===== src/sv/pmda_ram.sv =====
// Generic single-write, single-read RAM with registered read data.
// No dependencies.
module pmda_ram #(
	parameter int WIDTH = 8,
	parameter int DEPTH = 16
) (
	input  logic                                   clk,
	input  logic                                   we,
	input  logic [(DEPTH > 1 ? $clog2(DEPTH) : 1)-1:0] waddr,
	input  logic [WIDTH-1:0]                       wdata,
	input  logic                                   re,
	input  logic [(DEPTH > 1 ? $clog2(DEPTH) : 1)-1:0] raddr,
	output logic [WIDTH-1:0]                       rdata
);
	logic [WIDTH-1:0] mem [DEPTH];

	always_ff @(posedge clk) begin
		if (we) begin
			mem[waddr] <= wdata;
		end
		if (re) begin
			rdata <= mem[raddr];
		end
	end
endmodule


===== config.mk =====
export PLATFORM = sky130hd
export DESIGN_NAME = pmda_ram
export DESIGN_NICKNAME = d
export VERILOG_FILES = /design/src/sv/pmda_ram.sv
export SDC_FILE = /design/constraint.sdc
export NUM_CORES = 1
export LEC_CHECK = 0
export BUFFER_PORTS_ARGS = -buffer_cell sky130_fd_sc_hd__clkbuf_2
export CORE_ASPECT_RATIO = 1.25
export CORE_UTILIZATION = 40
export CTS_CLUSTER_DIAMETER = 100
export DETAILED_ROUTE_END_ITERATION = 16
export HOLD_SLACK_MARGIN = 0.02
export PLACE_DENSITY_LB_ADDON = 0.05
export SYNTH_ARGS = -nofsm -noshare
export SYNTH_HDL_FRONTEND = slang
export SYNTH_SLANG_ARGS = --single-unit

===== constraint.sdc =====
create_clock -name clk -period 2.3 [get_ports clk]
set_clock_uncertainty 0.05 [all_clocks]
set_input_delay 0.46 -clock clk [delete_from_list [all_inputs] [get_ports clk]]
set_output_delay 0.46 -clock clk [all_outputs]
set_load 0.01 [all_outputs]

==> Word level (Yosys, flattened, before mapping) <==
Memory sizes are Yosys's and may differ from the RTL's. A register that Yosys moved wholly into a read port is not among the register bits.
Cells that the tools add are included.
{ "classes": {"n_mux": 2} }
{ "ops": {"columns": ["cell", "count"], "rows": [
  ["$mux W1", 2]
]} }
{ "word_totals": {"input_bits": 19, "word_cells": 3, "register_bits": 0, "memories": 1, "ramBits": 128} }
{ "mem_list": {"columns": ["name", "depth", "width", "rd", "rd_clocked_by_memory_dff", "wr", "line_no", "text"], "rows": [
  ["mem", 16, 8, 1, 1, 1, "15", "logic [WIDTH-1:0] mem [DEPTH];"]
]} }

==> Depth between registers and ports, before layout <==
Gate-level depths: netlist (run 1).
{ "depth": {"depth_word": 2, "ltp_mapped": 5, "mapped_depth_nobuf": 3} }

==> Worst setup path before layout (run 1) <==
No wires, ideal clock.
{ "synth_path": {"kind": "input-to-reg", "from": "in waddr[2] (netlist bit)", "to": "mem mem[0][0] (enable)", "setup_ns": 0.383, "arrival_ns": 1.570, "n_path_buf": 0, "path_stages": 2, "required_ns": 1.867, "slack_ns": 0.297, "cell_sequence": "or3b_2 -> nor3_1"} }
{ "synth_lines": {"columns": ["element", "line_no", "text"], "rows": [
  ["from (decl)", "9", "input logic [(DEPTH > 1 ? $clog2(DEPTH) : 1)-1:0] waddr,"],
  ["to (decl)", "15", null]
]} }
Straight into the memory's write port.

==> results.json, run 1 <==
{
  "status": "completed",
  "path_delay_family": "multiplexers",
  "htree_levels": 4,
  "tns_ns": 0,
  "synth_cells": 229,
  "cts.hold.buffers_added": 0,
  "min_period_over_period_pct": 72.04,
  "nNetsFinal": 308,
  "cpPeakStageDelay_ns": 0.57,
  "grt_pass1_wl_microns": 15810,
  "fin_crit_ns": 1.657,
  "cts.path.max_buffers": 2,
  "crit_type": "primary input to flip-flop",
  "syn-cell-area_sq_mm": 0.005228,
  "grt_pass1_vias": 2582,
  "hold_violations": 0,
  "grt-ovfl-total": 0,
  "grt.met3_usage_pct": 4.096,
  "synth.top_cell.area_share_pct": 78.12,
  "powerDensity_mw_per_mm2": 874.8,
  "ys_warn_count": 0,
  "synth_ff_type": "edfxtp_1",
  "start_util_pct": 41.10,
  "cap_violations": 0,
  "worstSetupEndpointType": "flip-flop",
  "async_reset_ff_share_pct": 0,
  "synth_area_leaders": "edfxtp_1 78%, mux4_2 7.8%, mux4_1 7.0%",
  "drive_gt1_share_pct": 32.11,
  "fp.dieH_microns": 129.8,
  "totalWireLength_microns": 10410,
  "slowest_stage": "mux4_1",
  "post_cts_resized": 0,
  "cts-buffers-inserted": 17,
  "syn_avg_cell_area_sq_um": 22.83,
  "drtPass1Iterations": 4,
  "synth_top_area_cell": "edfxtp_1",
  "worst_hold_path_type": "primary input to flip-flop",
  "io_pins": 27,
  "diodes": 0,
  "grt_start_max_net_pins": 33,
  "grt_antenna_before_repair": 0,
  "ys_ff_latch": 136,
  "slew_headroom_pct": 71.22,
  "final_core_util_pct": 48.92,
  "vias": 2459,
  "cts.sinks": 136,
  "slew_violations": 0,
  "dieArea_sq_mm": 0.01353,
  "crit_chain": "clkbuf_2 > buf_12 > mux4_1 > a22oi_1 > nand2_1",
  "syn_to_final_growth_pct": 19.03,
  "cp_max_fo": 18,
  "setup_viol": 0,
  "avgViaCountPerCell": 5.266,
  "ys_top_cells_by_count": "136 x edfxtp_1, 18 x mux4_2, 16 x a22oi_1",
  "die_width_microns": 104.3,
  "tightest_slew_ns": 0.4317,
  "use_met1_pct": 22.38,
  "grt-busiest-layer": "met2",
  "synth_edf_count": 136,
  "synth_most_common_cell": "edfxtp_1",
  "fp-row-count": 46,
  "synth.net_count": 248,
  "wl_per_cell_microns": 22.29,
  "p_leak_nw": 2.113,
  "clk_latency_ns": 0.40,
  "hpwl_microns": 6645,
  "core_area_sq_mm": 0.01272,
  "cts.clk_slew.worst_paths_ns": 0.05,
  "cts-root-buf": "clkbuf_16",
  "grt_use_met2_pct": 27.53,
  "path_buf_inv": 2,
  "detail-route-antenna-nets": 0,
  "cp.arrival_ns": 1.75,
  "cts_tree": "built",
  "max_freq_ghz": 0.6035,
  "gp_congestion": 0.7751,
  "cp-start-kind": "primary input",
  "drc": 0,
  "drt_iter0_markers": 157,
  "track_usage_pct": 16.89,
  "io_buffers": 26,
  "critPathRequiredTime_ns": 2.39,
  "rsz0062_at_grt": "no",
  "peakVddDrop_mv": 0.3775,
  "seq_area_frac_synth_pct": 78.12,
  "post_cts_buffers": 0,
  "yosysUniqueCellTypes": 18
}
==> registers in the layout, indices dropped and copies added, names as in the netlist <==
register  flops
mem         128
rdata         8
==> worst paths after layout <==
kind,startpoint,endpoint,slack [ns],depth (start not counted)
setup / recovery,raddr[0],rdata[1],0.64,5
setup reg to reg,mem[5][3],rdata[3],0.74,3
hold reg to reg,mem[14][4],rdata[4],0.69,3
hold / removal,wdata[6],mem[5][6],0.44,1
==> per-stage QoR <==
step / hold WS, ns / cell area [sq um] / std cells / power, mW / worst slack [ns]
global placement: 0.6842 / 5707 / 438 / 3.132 / 0.1874
CTS: 0.4302 / 6222 / 467 / 5.496 / 0.6290
detailed placement: 0.6862 / 5707 / 438 / 3.134 / 0.2004
finish: 0.4368 / 6222 / 467 / 5.443 / 0.6430
global route: 0.4494 / 6222 / 467 / 5.613 / 0.6025
floorplan: 0.5089 / 5228 / 229 / 3.002 / 0.2971
==> logic make-up after synthesis <==
group	share of synthesized area (%)
compound gates	2.298
buf+inv	1.651
flops	78.12
simple gates	3.136
mux	14.79
==> layer usage <==
layer | wire length [microns] | up-vias
met4 | 99 | 0
li1 | - | 1105
met3 | 468 | 8
met1 | 4625 | 1280
met2 | 5215 | 66
met5 | 0 | -
==> placed cells by master (no fill, tap or decap), types with 3 or more instances in the layout <==
| cell | instances |
|---|---|
| buf_4 | 22 |
| nor3_1 | 4 |
| mux4_2 | 18 |
| buf_12 | 3 |
| mux4_1 | 14 |
| nor2_1 | 13 |
| clkbuf_2 | 26 |
| edfxtp_1 | 136 |
| clkinv_2 | 5 |
| clkbuf_16 | 17 |
| nand2_1 | 9 |
| a22oi_1 | 16 |
==> worst reg2reg max path, delay by kind of cell (launching register included) <==
kind             cells  cell delay [ns]
AND/OR/NAND/NOR      1             0.08
AO/OA/AOI/OAI        1             0.26
multiplexers         1             0.55
flip-flops           1             0.36
==> where the power goes <==
part	internal, mW	switching [mW]
registers	2.79	0.0151
clock network	1.45	0.920
logic	0.115	0.151
total	4.36	1.09
==> area by class of cell <==
| type | count | area [sq um] |
|---|---|---|
| clock buffers | 18 | 429.2 |
| flip-flops and latches | 136 | 4084 |
| well taps | 168 | 210.2 |
| clock inverters | 11 | 86.33 |
| repair buffers | 51 | 355.3 |
| fillers | 1061 | 6497 |
| multi-input cells | 83 | 1057 |
Power figures use the tool's default switching activity.
==> run 2, diff against run 1 <==
Clock period 2.3 ns to 1.42 ns, I/O delays scaled along.
==> results.json, run 2 (synthesis results as in run 1) <==
{
  "status": "complete, but fails checks",
  "violations": "negative setup slack",
  "largest_register": "mem",
  "critPathRequiredTime_ns": 1.52,
  "grt_antenna_before_repair": 0,
  "postPlaceCellArea_sq_mm": 0.005859,
  "wl_per_cell_microns": 20.82,
  "slew_headroom_pct": 35.88,
  "cts-buffers-inserted": 17,
  "crit_type": "flip-flop to flip-flop",
  "powerDensity_mw_per_mm2": 1459,
  "grt-ovfl-total": 0,
  "fp-row-count": 46,
  "start_util_pct": 41.10,
  "finalWorstSetupSlack_ns": -0.04411,
  "io_buffers": 26,
  "dieArea_sq_mm": 0.01353,
  "detail-route-antenna-nets": 0,
  "cts.clk_slew.worst_paths_ns": 0.06,
  "io_pins": 27,
  "fp.dieH_microns": 129.8,
  "clk_latency_ns": 0.41,
  "cts_tree": "built",
  "cts.sinks": 136,
  "cts-root-buf": "clkbuf_16",
  "peakVddDrop_mv": 0.6719,
  "postLayoutCellArea_sq_mm": 0.006553,
  "htree_levels": 4,
  "finalPower_mw": 9.562,
  "syn_to_final_growth_pct": 25.35,
  "drtPass1Iterations": 5,
  "most-common-layout-cells": "136 x edfxtp_1, 32 x mux4_2, 30 x buf_4, 26 x clkbuf_2, 17 x clkbuf_16",
  "nNetsFinal": 323,
  "setup_viol": 3,
  "grt_pass1_wl_microns": 15660,
  "gp_congestion": 0.6980,
  "totalWireLength_microns": 10100,
  "cp.arrival_ns": 1.56,
  "drt_iter0_markers": 108,
  "rrSetupSlack_ns": -0.04,
  "track_usage_pct": 16.62,
  "hold_violations": 0,
  "tightest_slew_ns": 0.9599,
  "rsz0062_at_grt": "yes",
  "worst_hold_path_type": "primary input to flip-flop",
  "drc": 0,
  "grt_start_max_net_pins": 17,
  "hold_slack_ns": 0.2576,
  "die_width_microns": 104.3,
  "max_freq_ghz": 0.6830,
  "cp_max_fo": 1,
  "p_leak_nw": 2.210,
  "worstSetupEndpointType": "flip-flop",
  "largestRegisters": "mem (128), rdata (8)",
  "cts.hold.buffers_added": 0,
  "min_period_over_period_pct": 103.1,
  "avgViaCountPerCell": 5.010,
  "core_area_sq_mm": 0.01272,
  "vias": 2430,
  "diodes": 0,
  "cap_violations": 0,
  "grt_pass1_vias": 2585,
  "largest_reg_flops": 128,
  "cts.path.max_buffers": 2,
  "drive_gt1_share_pct": 46.06,
  "fin_crit_ns": 1.464,
  "layout_commonest_cell": "edfxtp_1",
  "preCtsSetupSlack_ns": -0.5112,
  "cp-start-kind": "flip-flop",
  "slew_violations": 0,
  "hpwl_microns": 6897
}
==> run 2: layout make-up <==
type	count	area [sq um]
clock buffer	18	429.2
clock inverter	14	180.2
fill	1027	6167
multi-input combinational	83	1094
sequential	136	4084
tap	168	210.2
timing repair buffer	66	555.5
==> run 2: worst paths after layout <==
kind	cells past startpoint	end	from
min reg2reg	3	rdata[6]	mem[15][6]
max	3	rdata[4]	mem[3][4]
max reg2reg	3	rdata[4]	mem[3][4]
min	1	mem[10][1]	wdata[1]
==> run 2: power breakdown <==
| group | switching (mW) | internal (mW) |
|---|---|---|
| Sequential | 0.0239 | 4.52 |
| Combinational | 0.271 | 0.242 |
| Clock | 1.58 | 2.92 |
| Total | 1.88 | 7.68 |
==> run 2: critical path, stage by stage (launching register included) <==
cell and delay (ns):
edfxtp_1 0.36, mux4_2 0.48, a22oi_2 0.20, nand2_1 0.11
==> run 2: repair_timing <==
action / in CTS / in global routing
endpoints found under the setup margin: 7 / 8
resized for setup: 6 / 6
buffers inserted: 3 / 0
pin swaps: 1 / 2
==> run 2: metal layers <==
metal | vias to the layer above | routed length, microns | track usage [%] | share of wire, %
li1 | 1114 | - | - | -
met1 | 1259 | 4661 | 22.21 | 46
met2 | 49 | 5051 | 26.51 | 50
met3 | 8 | 275 | 4.446 | 2.7
met4 | 0 | 110 | 6.050 | 1.1
met5 | - | 0 | 0 | 0
==> run 2: through the flow <==
step / instances / utilization, % / setup TNS, ns
3_3_place_gp: 450 / 46.07 / -8.446
4_1_cts: 485 / 51.28 / -0.2134
3_5_place_dp: 450 / 46.07 / -8.268
6_report: 485 / 51.51 / -0.08113
2_1_floorplan: 229 / - / -1.040
5_1_grt: 485 / 51.51 / -0.3798
